[src/hw/rtl/char_to_bits_prefix_code_decoder_unit_defines.svh]
// ---------------------------------------------------------------------------
// Char-to-bits prefix decoder: assertion macros
// Concurrent checks on clock with synchronous reset; empty under SYNTHESIS.
// ---------------------------------------------------------------------------
`ifndef CHAR_TO_BITS_PREFIX_CODE_DECODER_UNIT_DEFINES_SVH
`define CHAR_TO_BITS_PREFIX_CODE_DECODER_UNIT_DEFINES_SVH

`ifndef SYNTHESIS
// same-cycle implication
`define C2B_ASSERT_IMP(label, cond, prop, msg) \
   label: assert property (@(posedge clock) disable iff (reset) (cond) |-> (prop)) \
      else $error(msg);
// next-cycle implication
`define C2B_ASSERT_NXT(label, cond, prop, msg) \
   label: assert property (@(posedge clock) disable iff (reset) (cond) |=> (prop)) \
      else $error(msg);
`else
`define C2B_ASSERT_IMP(label, cond, prop, msg)
`define C2B_ASSERT_NXT(label, cond, prop, msg)
`endif

`endif

[src/hw/rtl/c2b_pkg.sv]
`timescale 1ns / 1ps
// ---------------------------------------------------------------------------
// c2b_pkg
// Types, symbol mapping and codeword table of the char-to-bits decoder.
// ---------------------------------------------------------------------------
package c2b_pkg;

   localparam int QUEUE_DEPTH = 4;

   // 5-bit symbol codes of the punctuation characters (letters take 0..25)
   localparam logic [4:0] SYM_SPACE  = 5'd26;
   localparam logic [4:0] SYM_PERIOD = 5'd27;
   localparam logic [4:0] SYM_COMMA  = 5'd28;
   localparam logic [4:0] SYM_HYPHEN = 5'd29;
   localparam logic [4:0] SYM_APOS   = 5'd30;
   localparam logic [4:0] SYM_QMARK  = 5'd31;

   localparam logic [7:0] CHR_A      = 8'h41;
   localparam logic [7:0] CHR_Z      = 8'h5A;
   localparam logic [7:0] CHR_SPACE  = 8'h20;
   localparam logic [7:0] CHR_PERIOD = 8'h2E;
   localparam logic [7:0] CHR_COMMA  = 8'h2C;
   localparam logic [7:0] CHR_HYPHEN = 8'h2D;
   localparam logic [7:0] CHR_APOS   = 8'h27;
   localparam logic [7:0] CHR_QMARK  = 8'h3F;

   typedef struct packed {
      logic       hit;
      logic [4:0] code;
   } sym_type;

   typedef struct packed {
      logic [6:0] out_char;
      logic       out_valid;
      logic       out_line_end;
   } rsp_type;

   typedef struct packed {
      rsp_type first;
      rsp_type second;
      logic    two;
   } entry_type;

   typedef struct packed {
      logic full;
      logic empty;
   } q_status_type;

   function automatic sym_type symbol_of(input logic [7:0] c);
      sym_type s;
      s.hit  = 1'b1;
      s.code = '0;
      unique case (c) inside
         [CHR_A:CHR_Z]: s.code = 5'(c - CHR_A);
         CHR_SPACE:     s.code = SYM_SPACE;
         CHR_PERIOD:    s.code = SYM_PERIOD;
         CHR_COMMA:     s.code = SYM_COMMA;
         CHR_HYPHEN:    s.code = SYM_HYPHEN;
         CHR_APOS:      s.code = SYM_APOS;
         CHR_QMARK:     s.code = SYM_QMARK;
         default:       s.hit  = 1'b0;
      endcase
      return s;
   endfunction

   // Codeword of the given length -> ASCII; zero when nothing matches.
   function automatic logic [6:0] lookup(input logic [3:0] len, input logic [7:0] code);
      logic [6:0] ch;
      unique case ({len, code})
         {4'd3, 8'h05}: ch = 7'h20;
         {4'd6, 8'h00}: ch = 7'h27;
         {4'd6, 8'h03}: ch = 7'h2C;
         {4'd8, 8'h91}: ch = 7'h2D;
         {4'd6, 8'h11}: ch = 7'h2E;
         {4'd6, 8'h01}: ch = 7'h3F;
         {4'd6, 8'h25}: ch = 7'h41;
         {4'd8, 8'h9A}: ch = 7'h42;
         {4'd4, 8'h05}: ch = 7'h43;
         {4'd4, 8'h01}: ch = 7'h44;
         {4'd3, 8'h06}: ch = 7'h45;
         {4'd5, 8'h09}: ch = 7'h46;
         {4'd8, 8'h9B}: ch = 7'h47;
         {4'd6, 8'h10}: ch = 7'h48;
         {4'd4, 8'h07}: ch = 7'h49;
         {4'd8, 8'h98}: ch = 7'h4A;
         {4'd4, 8'h06}: ch = 7'h4B;
         {4'd5, 8'h04}: ch = 7'h4C;
         {4'd8, 8'h99}: ch = 7'h4D;
         {4'd8, 8'h9E}: ch = 7'h4E;
         {4'd5, 8'h05}: ch = 7'h4F;
         {4'd3, 8'h07}: ch = 7'h50;
         {4'd8, 8'h9F}: ch = 7'h51;
         {4'd4, 8'h08}: ch = 7'h52;
         {4'd5, 8'h06}: ch = 7'h53;
         {4'd5, 8'h07}: ch = 7'h54;
         {4'd8, 8'h9C}: ch = 7'h55;
         {4'd8, 8'h9D}: ch = 7'h56;
         {4'd6, 8'h02}: ch = 7'h57;
         {4'd8, 8'h92}: ch = 7'h58;
         {4'd8, 8'h93}: ch = 7'h59;
         {4'd8, 8'h90}: ch = 7'h5A;
         default:       ch = 7'h00;
      endcase
      return ch;
   endfunction

endpackage

[src/hw/rtl/c2b_front.sv]
`timescale 1ns / 1ps
// ---------------------------------------------------------------------------
// c2b_front
// Maps a character to its 5-bit symbol, shifts the bits through the pending
// register and packs the decoded characters of the item into a queue entry.
// ---------------------------------------------------------------------------
module c2b_front (
   input  logic                clock,
   input  logic                reset,
   input  logic                accept,
   input  logic [7:0]          char_code,
   input  logic                has_char,
   input  logic                line_end,
   output logic                q_push,
   output c2b_pkg::entry_type  q_entry
);

   logic [6:0]       pend_bits_ff, pend_bits_in;
   logic [2:0]       pend_cnt_ff, pend_cnt_in;

   c2b_pkg::sym_type sym;
   logic [6:0]       pb;
   logic [2:0]       pc;
   logic [7:0]       word;
   logic [3:0]       len;
   logic [6:0]       hit_ch;
   logic [1:0]       nres;
   logic [6:0]       ch0, ch1;

   always_comb begin
      sym    = c2b_pkg::symbol_of(char_code);
      pb     = pend_bits_ff;
      pc     = pend_cnt_ff;
      word   = '0;
      len    = '0;
      hit_ch = '0;
      nres   = '0;
      ch0    = '0;
      ch1    = '0;
      if (has_char && sym.hit) begin
         // five bit steps, most significant symbol bit first
         for (int i = 0; i < 5; i++) begin
            word   = {pb, sym.code[3'(4 - i)]};
            len    = {1'b0, pc} + 4'd1;
            hit_ch = c2b_pkg::lookup(len, word);
            if (hit_ch != 7'd0) begin
               if (nres == 2'd0) begin
                  ch0 = hit_ch;
               end else if (nres == 2'd1) begin
                  ch1 = hit_ch;
               end
               if (nres != 2'd2) begin
                  nres = nres + 2'd1;
               end
               pb = '0;
               pc = '0;
            end else if (len >= 4'd8) begin
               // drop an unmatched full byte
               pb = '0;
               pc = '0;
            end else begin
               pb = word[6:0];
               pc = len[2:0];
            end
         end
      end
      pend_bits_in = line_end ? 7'd0 : pb;
      pend_cnt_in  = line_end ? 3'd0 : pc;
   end

   always_comb begin
      q_push = accept && ((nres != 2'd0) || line_end);
      q_entry.two = (nres == 2'd2);
      if (nres == 2'd0) begin
         q_entry.first.out_char     = '0;
         q_entry.first.out_valid    = 1'b0;
         q_entry.first.out_line_end = 1'b1;
      end else begin
         q_entry.first.out_char     = ch0;
         q_entry.first.out_valid    = 1'b1;
         q_entry.first.out_line_end = line_end && (nres == 2'd1);
      end
      q_entry.second.out_char     = ch1;
      q_entry.second.out_valid    = 1'b1;
      q_entry.second.out_line_end = line_end;
   end

   always_ff @(posedge clock) begin
      if (reset) begin
         pend_bits_ff <= '0;
         pend_cnt_ff  <= '0;
      end else if (accept) begin
         pend_bits_ff <= pend_bits_in;
         pend_cnt_ff  <= pend_cnt_in;
      end
   end

endmodule

[src/hw/rtl/c2b_queue.sv]
`timescale 1ns / 1ps
// ---------------------------------------------------------------------------
// c2b_queue
// Short entry queue between the decode front and the result back end.
// ---------------------------------------------------------------------------
module c2b_queue #(
   parameter int DEPTH = c2b_pkg::QUEUE_DEPTH
) (
   input  logic                  clock,
   input  logic                  reset,
   input  logic                  wr_en,
   input  c2b_pkg::entry_type    wr_data,
   input  logic                  rd_en,
   output c2b_pkg::entry_type    rd_data,
   output c2b_pkg::q_status_type status
);

   localparam int PTR_W = $clog2(DEPTH);
   localparam int CNT_W = $clog2(DEPTH + 1);

   c2b_pkg::entry_type mem_ff [DEPTH];
   logic [PTR_W-1:0]   wr_ptr_ff, rd_ptr_ff;
   logic [CNT_W-1:0]   count_ff, count_in;
   logic               do_pop;

   assign status.full  = (count_ff == CNT_W'(DEPTH));
   assign status.empty = (count_ff == '0);
   assign do_pop       = rd_en && !status.empty;
   assign rd_data      = mem_ff[rd_ptr_ff];

   always_comb begin
      count_in = count_ff;
      case ({wr_en, do_pop})
         2'b10:   count_in = count_ff + CNT_W'(1);
         2'b01:   count_in = count_ff - CNT_W'(1);
         default: count_in = count_ff;
      endcase
   end

   always_ff @(posedge clock) begin
      if (wr_en) begin
         mem_ff[wr_ptr_ff] <= wr_data;
      end
   end

   always_ff @(posedge clock) begin
      if (reset) begin
         wr_ptr_ff <= '0;
         rd_ptr_ff <= '0;
         count_ff  <= '0;
      end else begin
         count_ff <= count_in;
         if (wr_en) begin
            wr_ptr_ff <= (wr_ptr_ff == PTR_W'(DEPTH - 1)) ? '0 : wr_ptr_ff + PTR_W'(1);
         end
         if (do_pop) begin
            rd_ptr_ff <= (rd_ptr_ff == PTR_W'(DEPTH - 1)) ? '0 : rd_ptr_ff + PTR_W'(1);
         end
      end
   end

endmodule

[src/hw/rtl/c2b_back.sv]
`timescale 1ns / 1ps
// ---------------------------------------------------------------------------
// c2b_back
// Splits queue entries into single results and holds them in the output
// register until the consumer takes them.
// ---------------------------------------------------------------------------
module c2b_back (
   input  logic                  clock,
   input  logic                  reset,
   input  c2b_pkg::q_status_type q_status,
   input  c2b_pkg::entry_type    q_head,
   output logic                  q_pop,
   input  logic                  rsp_pop,
   output logic                  rsp_empty,
   output c2b_pkg::rsp_type      rsp
);

   c2b_pkg::rsp_type rsp_ff, rsp_in;
   logic             full_ff;
   logic             idx_ff, idx_in;
   logic             load;
   logic             take;

   // the output register frees up when empty or when its result is taken
   assign load      = !full_ff || rsp_pop;
   assign take      = load && !q_status.empty;
   assign q_pop     = take && (idx_ff || !q_head.two);
   assign rsp_empty = !full_ff;
   assign rsp       = rsp_ff;

   always_comb begin
      rsp_in = idx_ff ? q_head.second : q_head.first;
      idx_in = idx_ff;
      if (take) begin
         idx_in = !q_pop;
      end
   end

   always_ff @(posedge clock) begin
      if (take) begin
         rsp_ff <= rsp_in;
      end
   end

   always_ff @(posedge clock) begin
      if (reset) begin
         full_ff <= 1'b0;
         idx_ff  <= 1'b0;
      end else begin
         idx_ff <= idx_in;
         if (load) begin
            full_ff <= !q_status.empty;
         end
      end
   end

endmodule

[src/hw/rtl/char_to_bits_prefix_code_decoder_unit.sv]
`timescale 1ns / 1ps
// ---------------------------------------------------------------------------
// char_to_bits_prefix_code_decoder_unit
// Character to 5-bit symbol to prefix-code decoder, queue in and queue out.
// ---------------------------------------------------------------------------
// One character is accepted every cycle while req_full is low. Its five
// symbol bits are shifted through the pending register and matched against
// the codeword table in the cycle of acceptance; the zero, one or two decoded
// characters, together with the line end mark, go into a QUEUE_DEPTH-entry
// queue. The back end hands out one result per cycle from its output
// register while the consumer pops it; a result passes through the queue
// and then the output register, and an item that decodes two characters
// gives two results one after the other;
// the queue absorbs those bursts. Items that decode nothing and carry no
// line end produce no result and take no queue slot. A line end with no
// decoded character gives one result with rsp_out_valid low.
// ---------------------------------------------------------------------------
`include "char_to_bits_prefix_code_decoder_unit_defines.svh"

module char_to_bits_prefix_code_decoder_unit #(
   parameter int QUEUE_DEPTH = c2b_pkg::QUEUE_DEPTH
) (
   input  logic       clock,
   input  logic       reset,
   input  logic       req_push,
   output logic       req_full,
   input  logic [7:0] req_char_code,
   input  logic       req_has_char,
   input  logic       req_line_end,
   output logic       rsp_empty,
   input  logic       rsp_pop,
   output logic [6:0] rsp_out_char,
   output logic       rsp_out_valid,
   output logic       rsp_out_line_end
);

   c2b_pkg::entry_type    q_wr_data, q_head;
   c2b_pkg::q_status_type q_status;
   c2b_pkg::rsp_type      rsp;
   logic                  accept;
   logic                  q_wr_en;
   logic                  q_rd_en;

   assign req_full = q_status.full;
   assign accept   = req_push && !q_status.full;

   c2b_front u_front (
      .clock     (clock),
      .reset     (reset),
      .accept    (accept),
      .char_code (req_char_code),
      .has_char  (req_has_char),
      .line_end  (req_line_end),
      .q_push    (q_wr_en),
      .q_entry   (q_wr_data)
   );

   c2b_queue #(
      .DEPTH (QUEUE_DEPTH)
   ) u_queue (
      .clock   (clock),
      .reset   (reset),
      .wr_en   (q_wr_en),
      .wr_data (q_wr_data),
      .rd_en   (q_rd_en),
      .rd_data (q_head),
      .status  (q_status)
   );

   c2b_back u_back (
      .clock     (clock),
      .reset     (reset),
      .q_status  (q_status),
      .q_head    (q_head),
      .q_pop     (q_rd_en),
      .rsp_pop   (rsp_pop),
      .rsp_empty (rsp_empty),
      .rsp       (rsp)
   );

   assign rsp_out_char     = rsp.out_char;
   assign rsp_out_valid    = rsp.out_valid;
   assign rsp_out_line_end = rsp.out_line_end;

   `C2B_ASSERT_IMP(a_no_write_when_full, q_wr_en, !q_status.full, "queue written while full")
   `C2B_ASSERT_IMP(a_no_read_when_empty, q_rd_en, !q_status.empty, "queue read while empty")
   `C2B_ASSERT_IMP(a_blank_result_ends_line, !rsp_empty && !rsp_out_valid, (rsp_out_char == 7'd0) && rsp_out_line_end, "blank result not a line end")
   `C2B_ASSERT_NXT(a_result_follows_entry, !q_status.empty && !rsp_empty && rsp_pop, !rsp_empty, "output drained with entries waiting")

endmodule
[config.mk]
export PLATFORM = sky130hd
export DESIGN_NAME = char_to_bits_prefix_code_decoder_unit
export DESIGN_NICKNAME = d
export VERILOG_FILES = /design/src/hw/rtl/c2b_pkg.sv /design/src/hw/rtl/c2b_front.sv /design/src/hw/rtl/c2b_queue.sv /design/src/hw/rtl/c2b_back.sv /design/src/hw/rtl/char_to_bits_prefix_code_decoder_unit.sv
export VERILOG_INCLUDE_DIRS = /design/src /design/src/hw/rtl
export SDC_FILE = /design/constraint.sdc
export NUM_CORES = 1
export LEC_CHECK = 0
export BUFFER_PORTS_ARGS = -buffer_cell sky130_fd_sc_hd__buf_4
export CAP_MARGIN = 20
export CORE_MARGIN = 5
export CORE_UTILIZATION = 58
export CTS_CLUSTER_DIAMETER = 200
export DETAILED_ROUTE_END_ITERATION = 12
export PLACE_DENSITY = 0.73
export SYNTH_ARGS = -nofsm -noshare
export SYNTH_HDL_FRONTEND = slang
export SYNTH_SLANG_ARGS = --single-unit
[constraint.sdc]
create_clock -name clock -period 35.4 [get_ports clock]
set_clock_uncertainty 0.1 [all_clocks]
set_input_delay 7.08 -clock clock [delete_from_list [all_inputs] [get_ports clock]]
set_output_delay 7.08 -clock clock [all_outputs]
set_load 0.01 [all_outputs]
# Word-level counts from Yosys, hierarchy flattened
# Memories as Yosys holds them, arrays and structs flattened. A register that Yosys moved wholly into a read port is not among the register bits.
# Cells that the tools add are included.
# classes
add_sub_neg	14
n_mul	0
div_mod_pow	0
magnitude_cmp	7
eq_ne	181
n_shift	0
n_mux	91
n_bitwise	0
n_reduce_logical	32
# ops
operator	n
7-bit one-hot mux with 32 select lines	5
12-bit by 11-bit == test with 1-bit output (second input constant)	85
12-bit == test (second input constant)	60
7-bit 2-to-1 mux	45
12-bit by 10-bit == test with 1-bit output (second input constant)	15
8-bit by 6-bit == test with 1-bit output (second input constant)	6
3-bit 2-to-1 mux	16
7-bit nonzero test	5
2-bit 2-to-1 mux	17
4-bit one-hot mux with 7 select lines	1
3-bit by 1-bit adder with 4-bit output (second input constant)	5
4-bit greater-or-equal comparator (second input constant)	5
9-bit 2-to-1 mux	2
2-bit by 1-bit adder with 2-bit output (second input constant)	6
2-bit by 1-bit == test with 1-bit output (second input constant)	6
2-bit logical NOT	5
2-bit == test (second input constant)	4
8-bit by 7-bit greater-or-equal comparator with 1-bit output (second input constant)	1
8-bit by 7-bit <= comparator with 1-bit output (second input constant)	1
1-bit logical AND	8
2-bit != test (second input constant)	4
7-bit OR reduction	1
3-bit one-hot mux with 2 select lines	1
2-bit nonzero test	3
other kinds (9)	18
# totals
regBits	28
latch_bits	0
ram_bits	72
rom_bits	0
output_inout_bits	11
wordCells	336
mem_count	1
# mem_list
name	depth	word_bits	rd	rd_ports_with_merged_regs	wr	line_no	source
u_queue.mem_ff	4	18	1	1	1	c2b_queue.sv:21	c2b_pkg::entry_type mem_ff [DEPTH];

# Depth between registers and ports, before layout
# logic_depth
word_depth	42
mapped_depth	63
depth_no_buf	55

# Cells and area by module
# From an unflattened synthesis, not the netlist that was laid out.
# unflattened
hier_cells	942
area_unflattened_um2	8578.2
# modules_own_cells
module	instances	cells_each	area_per_inst_um2	seq_area_each_um2
c2b_front	1	762	4807.1	180.2
c2b_queue	1	148	3244.4	2462.4
c2b_back	1	31	513.0	310.3
char_to_bits_prefix_code_decoder_unit	1	1	13.8	0.0

# Worst setup path before layout
# No wires, ideal clock.
# synth_timing
path_kind	input to register
from	input req_char_code[0]
to	register u_queue.count_ff[2]
arrival_ns	16.394
required_ns	35.229
slack_ns	18.836
stages	54
path_buffers	7
path_cell_list	inv_1 > ha_1 > nor2b_1 > o211ai_1 > nand4_1 > o21ai_1 > nand4b_1 > a32oi_1 > o31a_1 > a41o_1 > or3_1 > buf_6 > inv_4 > buf_6 > nand2_2 > inv_1 > ha_1 > nand3_1 > (+18 left out) > buf_4 > nand2_1 > inv_1 > ha_1 > xnor2_1 > a32o_1 > a211oi_2 > nand4b_4 > or2_1 > buf_6 > a221o_1 > inv_2 > ha_1 > inv_1 > fa_1 > xor2_1 > or3_1 > a21oi_1
# synth_between
elab_chain_cells	35
# synth_lines
item	line_no	source
from (decl)	char_to_bits_prefix_code_decoder_unit.sv:27	input logic [7:0] req_char_code,
8-bit by 7-bit greater-or-equal comparator with 1-bit output (not written as such) / 8-bit by 7-bit <= comparator with 1-bit output (equally long branches)	c2b_front.sv:31	sym = c2b_pkg::symbol_of(char_code);
1-bit logical AND (not written as such)	c2b_front.sv:31	
4-bit one-hot mux with 7 select lines	c2b_pkg.sv:53	unique case (c) inside
12-bit == test (tied with other cells)	c2b_pkg.sv:69	unique case ({len, code})
7-bit one-hot mux with 32 select lines	c2b_pkg.sv:69	
7-bit 2-to-1 mux	c2b_front.sv:40	if (has_char && sym.hit) begin
7-bit nonzero test	c2b_front.sv:46	if (hit_ch != 7'd0) begin
3-bit 2-to-1 mux	c2b_front.sv:46	
(+19 left out)	--	
7-bit nonzero test	c2b_front.sv:46	
2-bit 2-to-1 mux	c2b_front.sv:46	
2-bit 2-to-1 mux (*)	c2b_front.sv:40	
2-bit nonzero test (*)	c2b_front.sv:72	q_push = accept && ((nres != 2'd0) || line_end);
1-bit logical OR (*)	c2b_front.sv:72	
1-bit logical AND (*)	c2b_front.sv:72	
2-bit by 1-bit == test with 1-bit output / 2-bit == test (equally long branches)	c2b_queue.sv:33	case ({wr_en, do_pop})
3-bit one-hot mux with 2 select lines / 2-bit nonzero test (equally long branches)	--	
to (signal assigned)	c2b_queue.sv:52	count_ff <= count_in;
to (decl)	c2b_queue.sv:23	logic [CNT_W-1:0] count_ff, count_in;
# Every way passes the cells marked *; elsewhere a longest branch is shown, timed or not. The select of a mux whose other input is x is not followed.
# A chain may end at the register's enable or synchronous reset.

# Final worst setup path
# Ends and elaborated chain as after synthesis.

==> results.cfg <==
[yosys]
syn_nets = 937
synth_edf_count = 81
synth.distinct_cells = 101
ys_ff_latch = 101
async_flop_share_pct = 0
synth_flop_cell = edfxtp_1
ys_warn_count = 0
syn_area_um2 = 8100
seq_area_frac_synth_pct = 35.0
syn_inst = 888
syn_avg_cell_area_um2 = 9.12

[finish]
layout_common_cells = 97 x nand2_1, 81 x edfxtp_1, 80 x nor2_1
layout-drive-gt1-share_pct = 13.6
layout.nets = 936
area_growth_pct = 6.19
antennaDiodeCount = 0
final_common_cell = nand2_1
design_area_um2 = 8600

[floorplanning]
pin_count = 25
die_h_um = 128
start_util_pct = 58.8
coreArea_um2 = 13800
row_count = 43
die_w_um = 128
dieArea_um2 = 16400

[place]
routabilityCongestion = 1.02
placed_area_um2 = 8320
dp_hpwl_um = 18400
port-buffer-count = 24

[grt]
grt_overflow = 0
gr-usage-all-layers_pct = 30.8
first_global_vias = 7463
grt_pass1_wl_um = 40300
grt_start_max_net_pins = 24
grt_antenna_before_repair = 0

[clock_tree]
clockRootBuffer = clkbuf_16
cts_setup_buffers = 0
cts_max_level = 3
cts-resized-gates = 0
clk_latency_ns = 0.35
cts.sinks = 101
clkTransAtPathRegs_ns = 0.07
numCtsBuffers = 9
cts_tree = done
clk_path_buf_depth = 2
cts_hold_buf = 0

[route]
first_pass_iters = 8
viasPerCell = 7.10
ant_nets = 0
wl_per_cell_um = 23.4
vias = 7606
drcViolationCount = 0
drt_iter0_markers = 1018
wl_um = 25000

[status]
outcome = finished clean

[timing]
worstMarginPinSlew_ns = 0.954
slew_violations = 0
final.setup.tns_ns = 0
rsz0062_at_grt = no
min_period_ns = 18.07
finalCritPeriodShare_pct = 51.0
fmax_mhz = 55.3
final-setup-viol-count = 0
hold_viol = 0
relSlewSlack_pct = 36.4

[setup_path]
rrSetupSlack_ns = 21.16
path_class = in2reg
critical_path.top_delay_family = simple AND/OR/NAND/NOR gates
r2r_cells = 52
crit_required_ns = 35.58
rr_startpoint = u_front.pend_bits_ff[1]
crit_path_max_incr_delay_ns = 0.57
cp-start-kind = primary input
r2r-end = u_queue.count_ff[2]
cp_max_fo = 18
endpoint_kind = flop
cp.arrival_ns = 18.24
path_buf_inv = 9
cp_slowest_cell = or4_1

[pwr]
p_leak_nw = 3.15
cellPowerDensity_nw_per_um2 = 40.0
post-layout-total-power_mw = 0.344
ir_drop_mv = 0.0272

[worst_hold_path]
hp-start = u_queue.wr_ptr_ff[1]
holdCritPathClass = reg2reg
hold_path_depth = 2
min_to = u_queue.wr_ptr_ff[1]

[run]
drv_cap = 0
-- synth_stat cells (9+ instances only) --
cell type / count / area share, %
nand2_1: 97 / 4.5
edfxtp_1: 81 / 30
nor2_1: 80 / 3.7
nor3_1: 53 / 3.3
a21oi_1: 47 / 2.9
o21ai_0: 36 / 2.2
ha_1: 34 / 5.3
inv_1: 31 / 1.4
nand3_1: 31 / 1.9
clkbuf_1: 24 / 1.1
nand4_1: 23 / 1.8
dfxtp_1: 20 / 4.9
mux4_2: 18 / 5.0
and3_1: 17 / 1.3
mux2i_1: 16 / 2.0
nand2b_1: 15 / 1.2
and2_1: 13 / 1.0
or3_1: 11 / 0.85
a31oi_1: 10 / 0.77
mux2_2: 10 / 1.4
nor2b_1: 10 / 0.77
o211ai_1: 9 / 0.83
or4_1: 9 / 0.83
-- power by group --
| group | leakage (nW) | switching [mW] | internal [mW] |
|---|---|---|---|
| clock network | 0.143 | 0.0446 | 0.0486 |
| logic | 2.04 | 0.0576 | 0.0405 |
| registers | 0.968 | 0.00853 | 0.144 |
| total | 3.15 | 0.111 | 0.234 |
-- routing by layer --
layer | wire length [um] | vias to the layer above | part of all wire, % | track usage (%)
met5 | 0 | - | 0 | 0
met4 | 1050 | 0 | 4.2 | 12.5
met3 | 2080 | 89 | 8.3 | 4.83
met2 | 12300 | 476 | 49 | 53.1
met1 | 9590 | 3638 | 38 | 38.7
li1 | - | 3403 | - | -
-- state kept, by name (all words and copies together) (netlist names), named ones only --
name                  flops
u_back.full_ff            1
u_queue.mem_ff           72
u_front.pend_bits_ff      6
u_queue.rd_ptr_ff         2
u_queue.wr_ptr_ff         2
u_front.pend_cnt_ff       3
u_back.idx_ff             1
u_queue.count_ff          3
u_back.rsp                9
-- through the flow --
step / hold WS [ns] / utilization, % / setup slack (ns) / cells
2_1_floorplan: 0.339 / - / 18.84 / 888
3_3_place_gp: 0.353 / 60.4 / 17.61 / 1056
3_5_place_dp: 0.410 / 60.4 / 17.32 / 1056
4_1_cts: 0.418 / 62.5 / 17.62 / 1072
5_1_grt: 0.463 / 62.5 / 16.47 / 1072
6_report: 0.424 / 62.5 / 17.33 / 1072
-- worst reg2reg max path, delay by kind of cell, from the launching register on --
kind	cells	cell delay [ns]
fa+ha+maj	6	1.89
xor+xnor	2	0.61
flops	1	0.91
compound gates	12	3.06
simple gates	24	6.51
buf+inv	8	1.09
-- logic make-up (layout without fill, tap and decap cells) --
kind of cell | Yosys count | in the layout | share of synthesized area (%)
flops | 101 | 101 | 35.0
simple gates | 404 | 404 | 25.9
xor+xnor | 7 | 7 | 0.757
fa+ha+maj | 35 | 35 | 5.50
mux | 46 | 46 | 8.74
buf+inv | 77 | 81 | 4.63
compound gates | 218 | 218 | 19.5
-- worst max-delay path by stage --
stage	startpoint	endpoint	slack [ns]	depth (start not counted)
2_1_floorplan	req_char_code[0]	u_queue.count_ff[2]	18.84	54
3_5_place_dp	req_char_code[1]	u_queue.mem_ff[1][3]	17.32	43
5_1_grt	req_char_code[0]	u_queue.count_ff[2]	16.47	50
3_3_place_gp	req_char_code[0]	u_queue.mem_ff[3][3]	17.61	44
4_1_cts	req_char_code[0]	u_queue.count_ff[2]	17.62	49
6_report	req_char_code[0]	u_queue.count_ff[2]	17.33	50
-- area by class of cell --
type / count / area (um^2)
well taps: 180 / 225
repair buffers: 30 / 225
inverters: 35 / 146
fillers: 1171 / 5170
clock inverters: 7 / 55.1
flip-flops and latches: 101 / 2830
clock buffers: 9 / 225
multi-input cells: 710 / 4890
Note: power is estimated with default switching activity, not from simulation.
